--- src/rtl/evad_pkg.sv ---
// Shared types, constants and register indexes for the voice activity detector.
`default_nettype none
package evad_pkg;
  localparam int HistoryDepthDef = 64;
  localparam int MaxFrameDef     = 4096;

  localparam logic [2:0] RegFrameLength   = 3'd0;
  localparam logic [2:0] RegLongCount     = 3'd1;
  localparam logic [2:0] RegOnsetDelay    = 3'd2;
  localparam logic [2:0] RegSilenceFrames = 3'd3;
  localparam logic [2:0] RegStaticUpdate  = 3'd4;
  localparam logic [2:0] RegBgCoeff       = 3'd5;
  localparam logic [2:0] RegLowestPower   = 3'd6;
  localparam logic [2:0] RegInitialBg     = 3'd7;

  typedef enum logic [3:0] {
    StIdle, StClear, StDivSh, StHistRd, StHistWr, StDivLg, StDecide, StSmooth1,
    StSmooth2, StOut
  } state_e;

  typedef struct packed {
    logic        start;
    logic [31:0] dividend;
    logic [16:0] divisor;
  } div_req_t;

  typedef struct packed {
    logic        done;
    logic [31:0] quotient;
  } div_rsp_t;
endpackage
`default_nettype wire

--- src/rtl/evad_divider.sv ---
// Shared restoring divider, one quotient bit per cycle.
`default_nettype none
module evad_divider
  import evad_pkg::*;
(
  input  wire logic     clk_i,
  input  wire logic     rst_ni,
  input  wire div_req_t req_i,
  output div_rsp_t      rsp_o
);
  logic [31:0] quo_q, quo_d;
  logic [16:0] rem_q, rem_d;
  logic [16:0] dsr_q, dsr_d;
  logic [5:0]  cnt_q, cnt_d;
  logic        busy_q, busy_d;
  logic [17:0] trial;

  always_comb begin
    quo_d  = quo_q;
    rem_d  = rem_q;
    dsr_d  = dsr_q;
    cnt_d  = cnt_q;
    busy_d = busy_q;
    trial  = {rem_q, quo_q[31]} - {1'b0, dsr_q};
    if (req_i.start) begin
      quo_d  = req_i.dividend;
      rem_d  = '0;
      dsr_d  = req_i.divisor;
      cnt_d  = '0;
      busy_d = 1'b1;
    end else if (busy_q) begin
      // shift in the next dividend bit and subtract when it fits
      if (!trial[17]) begin
        rem_d = trial[16:0];
        quo_d = {quo_q[30:0], 1'b1};
      end else begin
        rem_d = {rem_q[15:0], quo_q[31]};
        quo_d = {quo_q[30:0], 1'b0};
      end
      cnt_d = cnt_q + 6'd1;
      if (cnt_q == 6'd31) busy_d = 1'b0;
    end
  end

  // done is a one-cycle flag after the last step
  logic done_q;
  always_ff @(posedge clk_i or negedge rst_ni) begin
    if (!rst_ni) begin
      busy_q <= 1'b0;
      cnt_q  <= '0;
      done_q <= 1'b0;
    end else begin
      busy_q <= busy_d;
      cnt_q  <= cnt_d;
      done_q <= busy_q && !req_i.start && cnt_q == 6'd31;
    end
  end
  always_ff @(posedge clk_i) begin
    quo_q <= quo_d;
    rem_q <= rem_d;
    dsr_q <= dsr_d;
  end
  assign rsp_o.done     = done_q;
  assign rsp_o.quotient = quo_q;
endmodule
`default_nettype wire

--- src/rtl/energy_voice_activity_detector_top.sv ---
// Top level of the energy-based voice activity detector with hangover.
//
//  channel   | dir | tdata fields (low bit up)                         | handshake
//  s_axis    | in  | sample[15:0]                                       | tvalid/tready
//  m_axis    | out | short_energy, long_energy, background_level         | tvalid/tready
//            |     | (tuser: speech_detected, state_change)              |
//  cfg       | in  | index cfg_idx_i, data cfg_data_i                   | cfg_we_i
//
// A sample that does not end a frame leaves the detector idle, ready for the next one.
// A frame end stalls the input through the short-mean pass of the shared 32-step
// divider, history read, history write, the long-mean pass, decision, two smoothing
// steps and the output load.
// After reset, and after a long_frame_count write, the history memory is
// swept clear, one entry a cycle, with s_axis_tready low.
// A result waits in the output register; the next sample is taken meanwhile,
// but a frame end stalls until the held result has been taken.
`default_nettype none
module energy_voice_activity_detector_top
  import evad_pkg::*;
#(
  parameter int HISTORY_DEPTH = HistoryDepthDef,
  parameter int MAX_FRAME     = MaxFrameDef
) (
  input  wire logic        clk_i,
  input  wire logic        rst_ni,
  input  wire logic        s_axis_tvalid,
  output logic             s_axis_tready,
  input  wire logic [15:0] s_axis_tdata,   // sample
  output logic             m_axis_tvalid,
  input  wire logic        m_axis_tready,
  output logic [47:0]      m_axis_tdata,   // short_energy, long_energy, background_level
  output logic [1:0]       m_axis_tuser,   // speech_detected, state_change
  input  wire logic        cfg_we_i,
  input  wire logic [2:0]  cfg_idx_i,
  input  wire logic [15:0] cfg_data_i
);
  localparam int HW = (HISTORY_DEPTH > 1) ? $clog2(HISTORY_DEPTH) : 1;
  localparam int FW = $clog2(MAX_FRAME + 1);

  // configuration
  logic [12:0] frame_len_q;
  logic [6:0]  long_cnt_q;
  logic [7:0]  onset_delay_q, silence_frames_q, static_upd_q;
  logic [8:0]  coeff_q;
  logic [15:0] lowest_q;

  // state
  state_e      state_q, state_d;
  logic [31:0] acc_q;
  logic [FW-1:0] scnt_q;
  logic [HW-1:0] hptr_q, clr_q;
  logic [31:0] hsum_q;
  logic [7:0]  onset_q, silence_q, upd_q;
  logic [4:0]  hang_len_q;
  logic [5:0]  hang_cnt_q;
  logic        cd_q, det_q, change_q;
  logic [1:0]  last_q;
  logic [16:0] bgm_q, bgs_q;
  logic [16:0] sh_q, lg_q, old_q;
  logic [31:0] prod_q;
  logic        out_v_q;
  logic [1:0]  out_user_q;
  logic [47:0] out_data_q;

  logic [16:0] history_mem [HISTORY_DEPTH];

  // effective settings
  logic [FW-1:0] flen;
  logic [HW:0]   cnt;
  logic [7:0]    upd;
  logic [8:0]    coeff;
  logic [16:0]   init_clamp;
  always_comb begin
    flen = (frame_len_q == 13'd0) ? FW'(1) :
           ({19'd0, frame_len_q} > 32'(MAX_FRAME)) ? FW'(MAX_FRAME) : FW'(frame_len_q);
    cnt  = (long_cnt_q == 7'd0) ? (HW+1)'(1) :
           ({25'd0, long_cnt_q} > 32'(HISTORY_DEPTH)) ? (HW+1)'(HISTORY_DEPTH)
                                                      : (HW+1)'(long_cnt_q);
    upd  = (static_upd_q == 8'd0) ? 8'd1 : static_upd_q;
    coeff = (coeff_q > 9'd256) ? 9'd256 : coeff_q;
    init_clamp = (cfg_data_i > 16'd32768) ? 17'd32768 : {1'b0, cfg_data_i};
  end

  logic [16:0] mag;
  assign mag = s_axis_tdata[15] ? (17'h10000 - {1'b0, s_axis_tdata}) : {1'b0, s_axis_tdata};

  // divider
  div_req_t dreq;
  div_rsp_t drsp;
  evad_divider u_div (.clk_i, .rst_ni, .req_i(dreq), .rsp_o(drsp));

  logic frame_end;
  assign frame_end = ({1'b0, scnt_q} + (FW+1)'(1)) >= {1'b0, flen};
  assign s_axis_tready = (state_q == StIdle) && !(frame_end && out_v_q);
  logic s_fire;
  assign s_fire = s_axis_tvalid && s_axis_tready;

  // decision combinational values
  logic [31:0] sh32, lg32, bs32;
  logic on_test, low_test, quiet_both;
  assign sh32 = {15'd0, sh_q};
  assign lg32 = {15'd0, lg_q};
  assign bs32 = {15'd0, bgs_q};
  assign on_test  = (sh32 * 5 > lg32 * 6) && (sh32 * 2 > bs32 * 3) && (lg32 * 2 > bs32 * 3);
  assign low_test = (sh32 * 10 < lg32 * 7) && (sh32 * 2 < bs32 * 3);
  assign quiet_both = (sh32 * 2 < bs32 * 3) && (lg32 * 2 < bs32 * 3);

  always_comb begin
    state_d = state_q;
    dreq.start = 1'b0;
    dreq.dividend = acc_q + {15'd0, mag};
    dreq.divisor = {{(17-FW){1'b0}}, flen};
    case (state_q)
      StIdle:   if (s_fire && frame_end) begin
        dreq.start = 1'b1;
        state_d = StDivSh;
      end
      StClear:  if (clr_q == HW'(HISTORY_DEPTH - 1)) state_d = StIdle;
      StDivSh:  if (drsp.done) state_d = StHistRd;
      StHistRd: state_d = StHistWr;
      StHistWr: begin
        dreq.start = 1'b1;
        dreq.dividend = hsum_q - {15'd0, old_q} + {15'd0, sh_q};
        dreq.divisor = {{(16-HW){1'b0}}, cnt};
        state_d = StDivLg;
      end
      StDivLg:  if (drsp.done) state_d = StDecide;
      StDecide: state_d = StSmooth1;
      StSmooth1: state_d = StSmooth2;
      StSmooth2: state_d = StOut;
      StOut:    state_d = StIdle;
      default:  state_d = StIdle;
    endcase
    if (cfg_we_i && cfg_idx_i == RegLongCount) state_d = StClear;
  end

  // decision step temporaries
  logic [7:0] on_n, sil_n;
  logic [5:0] hc_n;
  logic cd_n, det_n, ch_n, smooth_n;
  logic [1:0] last_n;
  always_comb begin
    on_n = onset_q; hc_n = hang_cnt_q; cd_n = cd_q; det_n = det_q;
    ch_n = 1'b0; last_n = last_q; sil_n = silence_q;
    if (on_test) begin
      if (lg_q > {1'b0, lowest_q}) begin
        if (on_n != 8'd255) on_n = on_n + 8'd1;
        if (on_n > onset_delay_q) begin
          ch_n = 1'b1; last_n = 2'd1; hc_n = {1'b0, hang_len_q};
          cd_n = 1'b0; sil_n = 8'd0; det_n = 1'b1;
        end
      end
    end else on_n = 8'd0;
    if (cd_n) begin
      if (hc_n == 6'd0) begin
        ch_n = 1'b1; last_n = 2'd2; cd_n = 1'b0; on_n = 8'd0; det_n = 1'b0;
      end else hc_n = hc_n - 6'd1;
    end
    if (low_test) begin
      if (hc_n == 6'd0) hc_n = {1'b0, hang_len_q};
      cd_n = 1'b1;
    end
    if (!ch_n) det_n = (last_n == 2'd1);
    if (!cd_n && quiet_both) begin
      det_n = 1'b0; last_n = 2'd2;
    end
    if (last_n == 2'd2 && sil_n != 8'd255) sil_n = sil_n + 8'd1;
    smooth_n = (last_n == 2'd2) && !cd_n && (sil_n > silence_frames_q);
  end

  logic smooth_q;
  logic [16:0] newbg;
  assign newbg = 17'((prod_q + 32'd128) >> 8);
  logic [7:0] upd_inc;
  assign upd_inc = (upd_q == 8'd255) ? upd_q : upd_q + 8'd1;

  always_ff @(posedge clk_i) begin
    if (state_q == StHistWr) history_mem[hptr_q] <= sh_q;
    if (state_q == StClear) history_mem[clr_q] <= '0;
    old_q <= history_mem[hptr_q];
  end

  always_ff @(posedge clk_i or negedge rst_ni) begin
    if (!rst_ni) begin
      frame_len_q <= 13'd256; long_cnt_q <= 7'd8; onset_delay_q <= 8'd0;
      silence_frames_q <= 8'd10; static_upd_q <= 8'd10; coeff_q <= 9'd38;
      lowest_q <= 16'd164;
      state_q <= StClear; clr_q <= '0; acc_q <= '0; scnt_q <= '0;
      hptr_q <= '0; hsum_q <= '0; onset_q <= '0; silence_q <= '0; upd_q <= '0;
      hang_len_q <= 5'd5; hang_cnt_q <= '0; cd_q <= 1'b0; det_q <= 1'b0;
      change_q <= 1'b0; last_q <= 2'd0; bgm_q <= 17'd492; bgs_q <= 17'd492;
      out_v_q <= 1'b0; smooth_q <= 1'b0;
      sh_q <= '0; lg_q <= '0; prod_q <= '0; out_user_q <= '0; out_data_q <= '0;
    end else begin
      state_q <= state_d;
      if (m_axis_tready) out_v_q <= 1'b0;
      if (state_q == StClear) clr_q <= clr_q + HW'(1);
      if (s_fire) begin
        if (frame_end) begin
          acc_q <= '0; scnt_q <= '0;
        end else begin
          acc_q <= acc_q + {15'd0, mag}; scnt_q <= scnt_q + FW'(1);
        end
      end
      if (state_q == StDivSh && drsp.done) begin
        sh_q <= drsp.quotient[16:0];
        if ({{(32-HW){1'b0}}, hptr_q} >= 32'(cnt)) hptr_q <= '0;
      end
      if (state_q == StHistWr) begin
        hsum_q <= hsum_q - {15'd0, old_q} + {15'd0, sh_q};
        hptr_q <= (({1'b0, hptr_q} + (HW+1)'(1)) >= cnt) ? '0 : hptr_q + HW'(1);
      end
      if (state_q == StDivLg && drsp.done) lg_q <= drsp.quotient[16:0];
      if (state_q == StDecide) begin
        onset_q <= on_n; hang_cnt_q <= hc_n; cd_q <= cd_n; det_q <= det_n;
        change_q <= ch_n; last_q <= last_n; silence_q <= sil_n; smooth_q <= smooth_n;
        prod_q <= {23'd0, 9'd256 - coeff} * {15'd0, bgm_q};
      end
      if (state_q == StSmooth1) prod_q <= prod_q + {23'd0, coeff} * {15'd0, sh_q};
      if (state_q == StSmooth2) begin
        if (smooth_q) begin
          bgm_q <= newbg;
          upd_q <= upd_inc;
          if (upd_inc >= upd) begin
            bgs_q <= newbg; upd_q <= '0;
            if (newbg >= 17'd164) hang_len_q <= 5'd10;
            if (newbg >= 17'd328) hang_len_q <= 5'd15;
            if (newbg >= 17'd492) hang_len_q <= 5'd20;
            if (newbg <= 17'd16)  hang_len_q <= 5'd5;
          end
        end else begin
          bgm_q <= bgs_q; upd_q <= '0;
        end
      end
      if (state_q == StOut) begin
        out_v_q <= 1'b1;
        out_user_q <= {change_q, det_q};
        out_data_q <= {bgs_q[15:0], lg_q[15:0], sh_q[15:0]};
      end
      if (cfg_we_i) begin
        case (cfg_idx_i)
          RegFrameLength:   frame_len_q <= cfg_data_i[12:0];
          RegLongCount: begin
            long_cnt_q <= cfg_data_i[6:0]; hptr_q <= '0; hsum_q <= '0; clr_q <= '0;
          end
          RegOnsetDelay:    onset_delay_q <= cfg_data_i[7:0];
          RegSilenceFrames: silence_frames_q <= cfg_data_i[7:0];
          RegStaticUpdate:  static_upd_q <= cfg_data_i[7:0];
          RegBgCoeff:       coeff_q <= cfg_data_i[8:0];
          RegLowestPower:   lowest_q <= cfg_data_i;
          RegInitialBg: begin
            bgm_q <= init_clamp; bgs_q <= init_clamp;
          end
          default: ;
        endcase
      end
    end
  end

  assign m_axis_tvalid = out_v_q;
  assign m_axis_tuser  = out_user_q;
  assign m_axis_tdata  = out_data_q;
endmodule
`default_nettype wire
--- config.mk ---
export PLATFORM = sky130hd
export DESIGN_NAME = energy_voice_activity_detector_top
export DESIGN_NICKNAME = d
export VERILOG_FILES = /design/src/rtl/evad_pkg.sv /design/src/rtl/evad_divider.sv /design/src/rtl/energy_voice_activity_detector_top.sv
export SDC_FILE = /design/constraint.sdc
export NUM_CORES = 2
export LEC_CHECK = 0
export BUFFER_PORTS_ARGS = -buffer_cell sky130_fd_sc_hd__buf_4
export CORE_UTILIZATION = 35
export DETAILED_ROUTE_END_ITERATION = 7
export SYNTH_ARGS = -nofsm -noshare
export SYNTH_HDL_FRONTEND = slang
export SYNTH_SLANG_ARGS = --single-unit
--- constraint.sdc ---
create_clock -name clk_i -period 10.9 [get_ports clk_i]
set_clock_uncertainty 0.15 [all_clocks]
set_input_delay 1.635 -clock clk_i [delete_from_list [all_inputs] [get_ports clk_i]]
set_output_delay 1.635 -clock clk_i [all_outputs]
set_load 0.005 [all_outputs]
* Word level (Yosys, flattened, before mapping) *
Memory sizes are Yosys's and may differ from the RTL's. A register that Yosys moved wholly into a read port is not among the register bits.
Cells that the tools add are included.

storage, ports and cells
  logic and storage cells = 262
  RAM bits = 1088
  register bits = 428
  memories kept = 1

cells by class
  reduce and logical (&&, ||, !) cells = 41
  $mul = 7
  $add $sub $neg = 18
  eq/ne operators = 27
  muxes and demuxes = 109
  order comparisons = 21

memory list
  name         words  width  read ports  clocked after memory_dff  write ports  RTL line                                  source
  history_mem  64     17     1           1                         1            energy_voice_activity_detector_top.sv:65  logic [16:0] history_mem [HISTORY_DEPTH];

operators with widths
  operator               number
  $mux 32                8
  $mux 17                12
  $mux 8                 15
  $mux 6                 19
  $add 32x17->32         2
  $gt 18x32->1           2
  $mul 17x3->20 const B  3
  $mul 9x17->26          2
  $mux 49                1
  $mux 13                3
  $mul 17x2->19 const B  2
  $pmux 4 s9             1
  $ge 17x9->1 const B    2
  $add 32x26->32         1
  $lt 18x32->1           1
  $sub 32x17->32         1
  $mux 1                 30
  $add 25x8->25 const B  1
  $add 8x1->8 const B    3
  $lt 21x20->1           1
  $gt 20x20->1           1
  $mux 4                 5
  $mux 5                 4
  $lt 18x19->1           1
  other kinds (54)       102

* Depth between registers and ports, before layout *
  depth in word-level cells = 21
  depth in mapped cells = 40

* Cells and area by module *
Synthesis repeated with hierarchy kept, for this count alone.

unflattened totals
  cells, all modules = 6050
  area, all modules = 81782.2 µm²

modules (own cells, without submodules)
  module                              cells each  times used  area an instance (µm²)
  energy_voice_activity_detector_top  5710        1           77800.9
  evad_divider                        340         1           3981.3

* Worst setup path before layout *
Ideal clock, no wire load.

  path kind = register -> register
  start point = reg bgs_q[1]
  end point = reg smooth_q
  stages on the path, launching flop included = 41
  data required time = 10640 ps
  data arrival time = 7401 ps
  path buffers = 1
  clock period less this slack = 7661 ps
  setup slack = 3239 ps
  path through = dfrtp_1 ha_1 fa_1 a21o_1 a21oi_1 o21bai_1 a21oi_1 o21bai_1 a21oi_1 nor2b_1 nor2_1 o21ai_0 a21oi_1 xor2_1 ha_1 and4_1 nand4_1 nor3_1 [... 5 more ...] buf_2 mux2i_1 ha_1 nand2_1 nor2_1 nand2_1 o221ai_2 and2_4 and2_4 mux2_4 ha_1 nor2b_1 o21ai_0 nand2b_1 a21oi_1 o21ai_0 o2111ai_1 o41ai_1

between the ends
  longest elaborated chain between the ends = 17
  elaborated cells on any way between the ends = 30

ends and longest elaborated chain
  element                          RTL line                                                                                                                         source
  from (decl)                      energy_voice_activity_detector_top.sv:58                                                                                         logic [16:0] bgm_q, bgs_q;
  from (signal assigned)           energy_voice_activity_detector_top.sv:252                                                                                        bgm_q <= init_clamp; bgs_q <= init_clamp;
  $mul 17x2->19 *                  energy_voice_activity_detector_top.sv:104, energy_voice_activity_detector_top.sv:105, energy_voice_activity_detector_top.sv:106
  $gt 18x32->1                     energy_voice_activity_detector_top.sv:104                                                                                        assign on_test = (sh32 * 5 > lg32 * 6) && (sh32 * 2 > bs32 * 3) && (lg32 * 2 > bs32 * 3);
  $logic_and 1x1->1 (2 in series)  energy_voice_activity_detector_top.sv:104
  $mux 6                           energy_voice_activity_detector_top.sv:145                                                                                        if (on_test) begin
  $logic_not 6->1                  energy_voice_activity_detector_top.sv:155                                                                                        if (hc_n == 6'd0) begin
  $mux 1                           energy_voice_activity_detector_top.sv:155
  $mux 1                           energy_voice_activity_detector_top.sv:154                                                                                        if (cd_n) begin
  $mux 1                           energy_voice_activity_detector_top.sv:159                                                                                        if (low_test) begin
  $logic_not 1->1                  energy_voice_activity_detector_top.sv:164                                                                                        if (!cd_n && quiet_both) begin
  $logic_and 1x1->1                energy_voice_activity_detector_top.sv:164
  $mux 2                           energy_voice_activity_detector_top.sv:164
  $eq 2x2->1                       energy_voice_activity_detector_top.sv:167                                                                                        if (last_n == 2'd2 && sil_n != 8'd255) sil_n = sil_n + 8'd1;
  $logic_and 1x1->1                energy_voice_activity_detector_top.sv:167
  $mux 8 *                         energy_voice_activity_detector_top.sv:167
  net sil_n[1]                     energy_voice_activity_detector_top.sv:138                                                                                        logic [7:0] on_n, sil_n;
  $gt 8x8->1 *                     energy_voice_activity_detector_top.sv:168                                                                                        smooth_n = (last_n == 2'd2) && !cd_n && (sil_n > silence_frames_q);
  $logic_and 1x1->1 *              energy_voice_activity_detector_top.sv:168
  to (signal assigned)             energy_voice_activity_detector_top.sv:216                                                                                        change_q <= ch_n; last_q <= last_n; silence_q <= sil_n; smooth_q <= smooth_n;
  to (decl)                        energy_voice_activity_detector_top.sv:171                                                                                        logic smooth_q;

Mark *: on every way through the listed nets, which the timed path passes. The rest lies on a longest branch.
A chain may end at the register's enable or synchronous reset.

* Worst setup path in the final report *
Same ends and word-level chain as after synthesis.

==> impl_metrics.ini <==
[status]
outcome = complete, no violations

[drt]
via_per_inst = 5.36
dr.pass1.iters = 6
wl_per_cell_microns = 22.5
drt_iter0_markers = 4267
final_antenna_net_count = 0
remaining_drc_errors = 0
dr_total_vias = 49900
drt-total-wl_microns = 209000

[setup_path]
critPathMaxFanout = 11
cp-start-kind = flip-flop
crit_top_cell = a21oi_1
crit_type = reg2reg
r2r_start = bgs_q[1]$_DFF_PN0_
slowest_delay_ns = 0.62
critPathLaunch = bgs_q[1]$_DFF_PN0_
rrSetupSlack_ns = 1.86
worstPathRequired_ns = 11.44
r2r_cells = 39
cp-endpoint = smooth_q$_DFFE_PN0P_
cp_slowest_cell = nor4b_4
worstSetupEndpointType = flip-flop
r2r-end = smooth_q$_DFFE_PN0P_
crit_arrival_ns = 9.58

[clock_network]
clkSlewWorstSetupHoldPaths_ns = 0.06
root_buffer = clkbuf_16
holdBufCountCts = 0
cts_made_buffers = 153
cts.sinks = 1521
htreeDepth = 4
cts_resized = 0
cts_setup_buffers = 0
cts_tree = built
clock_latency_ns = 0.82
cts.path.max_buffers = 3

[logic_synthesis]
synthTopCellsByArea = edfxtp_1 (42%), dfrtp_1 (10%), mux4_2 (9.9%)
synth-adder-area-share = 0.126
syn-instance-count = 6043
syn_nets = 6735
async_flop_share = 0.233
synth_top_area_frac = 0.421
synth.avg_cell_area_sq_um = 13.4
ys_seq_area_frac = 0.539
yosysTopAreaCell = edfxtp_1
synth-main-ff-cell = edfxtp_1
synth-simple-area-share = 0.0848
synthMuxAreaShare = 0.123
synth_compound_area_frac = 0.0698
ys_types = 89
synth_top_family_by_area = adder cells
ys_ff_latch = 1521
synth_area_sq_um = 80900
ys_warn_count = 0
synth_xor_area_frac = 0.0252
synth-edff-count = 1133

[finish]
layout-drive-gt1-share = 0.165
final_cell_mix = edfxtp_1 (1,133), nand2_1 (584), inv_1 (431), ha_1 (383), mux4_2 (357)
nets = 6861
mostFrequentLayoutCell = edfxtp_1
syn2layout_area_growth_pct = 12.1

[sta]
finalCriticalPeriod_ns = 9.04
finalHoldViolCount = 0
fin_ws_ns = 1.86
worst_slew_pin_slew_ns = 1.32
setup_viol = 0
relSlewSlack = 0.120
max_clock_freq_mhz = 111
fin_setup_tns_ns = 0
fin_crit_sh = 0.829
slew_viol_final = 0
grt_setup_unrepaired = no

[pwr]
power.clock.fraction = 0.224
intPower_mw = 14.2
p_per_area_nw_per_um2 = 259
switching_share = 0.394
p_leak_nw = 32.3
combPwrFrac = 0.462
power.switching_mw = 9.25
ir_drop_mv = 0.397
p_seq_frac = 0.313

[global_routing]
grt_pass1_vias = 49800
grt-ovfl-total = 0
track_usage = 0.179
antenna_found_initial = 12
grt_max_degree = 132
grt_pass1_wl_microns = 316000

[floorplan]
io_pins = 92
die_h_microns = 483
std_cell_rows = 176
die_w_microns = 483
core_sq_um = 230000
dieArea_sq_um = 233000
initial_core_util = 0.352

[place]
dp_hpwl_microns = 139000
routabilityCongestion = 0.886
dp_slack_ns = 1.91
portBuffers = 91

[worst_hold_path]
hold_path_class = reg2reg
hp-start = long_cnt_q[3]$_DFFE_PN1P_

[run]
cap_violations = 0
## power groups by stage
| stage | Sequential (mW) | Combinational [mW] | Clock [mW] |
|---|---|---|---|
| CTS | 7.35 | 11.0 | 5.39 |
| global placement | 7.44 | 10.7 | 0 |
| floorplan | 7.13 | 8.04 | 0 |
| detailed placement | 7.46 | 10.9 | 0 |
| finish | 7.35 | 10.9 | 5.27 |
| global route | 7.42 | 12.2 | 5.61 |
## cells by family after synthesis
logic type,count (synthesis)
muxes,527
buffers and inverters,698
and+or+nand+nor,1492
DFF,1521
adders and majority gates,654
xor gates and xnor gates,231
AOI/OAI and AO/OA,919
other,1
## flip-flops by register name, summed over array words and instances, names as in the netlist, 9 cells and up
register	count
acc_q	32
u_div.rem_q	17
u_div.dsr_q	13
sh_q	17
prod_q	25
scnt_q	13
lg_q	17
history_mem	1088
bgs_q	17
lowest_q	16
old_q	17
frame_len_q	13
coeff_q	9
u_div.quo_q	32
m_axis_tdata	48
hsum_q	32
bgm_q	17
## worst min path at each step
stage          cells past startpoint                        end  slack, ns
5_1_grt                            2  long_cnt_q[3]$_DFFE_PN1P_       0.33
3_5_place_dp                       2  long_cnt_q[3]$_DFFE_PN1P_       0.31
4_1_cts                            2  long_cnt_q[3]$_DFFE_PN1P_       0.32
6_report                           2  long_cnt_q[3]$_DFFE_PN1P_       0.32
2_1_floorplan                      2          det_q$_DFFE_PN0P_       0.29
3_3_place_gp                       2  long_cnt_q[3]$_DFFE_PN1P_       0.31
## area by class of cell
class / instances / area (sq um)
Multi-Input combinational cell: 3824 / 34900
Inverter: 431 / 1620
Timing Repair Buffer: 238 / 1820
Clock inverter: 67 / 825
Sequential cell: 1521 / 43600
Clock buffer: 207 / 4120
Antenna cell: 3 / 7.51
Fill cell: 21400 / 139000
Tap cell: 3026 / 3790
## metrics by stage
stage          std cells  hold WS [ns]  cell area, sq um  total power [mW]  utilization
6_report            9317         0.324             90600              23.5        0.394
5_1_grt             9314         0.330             90600              25.2        0.394
4_1_cts             9314         0.320             90600              23.7        0.394
3_5_place_dp        9040         0.311             85700              18.4        0.373
3_3_place_gp        9040         0.306             85700              18.2        0.373
2_1_floorplan       6043         0.293             80900              15.2            -
## per-layer routing
metal | global-route usage | up-vias | routed length (microns)
met2 | 0.291 | 1399 | 99300
met4 | 0.0473 | 4 | 4890
met5 | 0 | - | 27
met3 | 0.0254 | 273 | 12000
li1 | - | 22400 | -
met1 | 0.252 | 25900 | 93000
## critical path, delay by kind of cell, from the launching register on
family / cells / cell delay, ns
AOI/OAI and AO/OA: 16 / 2.99
xor gates and xnor gates: 1 / 0.24
adders and majority gates: 5 / 1.48
DFF: 1 / 0.49
muxes: 2 / 0.56
and+or+nand+nor: 15 / 3.03
## Yosys cell counts (all sizes together) (94+ instances only)
library cell	number
inv	431
clkbuf	218
fa	269
dfrtp	327
nand3	94
and2	106
xnor2	142
mux2	137
a21oi	270
nor2	371
mux4	357
o21ai	292
edfxtp	1133
nand2	586
ha	383
Note: power is estimated with default switching activity, not from simulation.
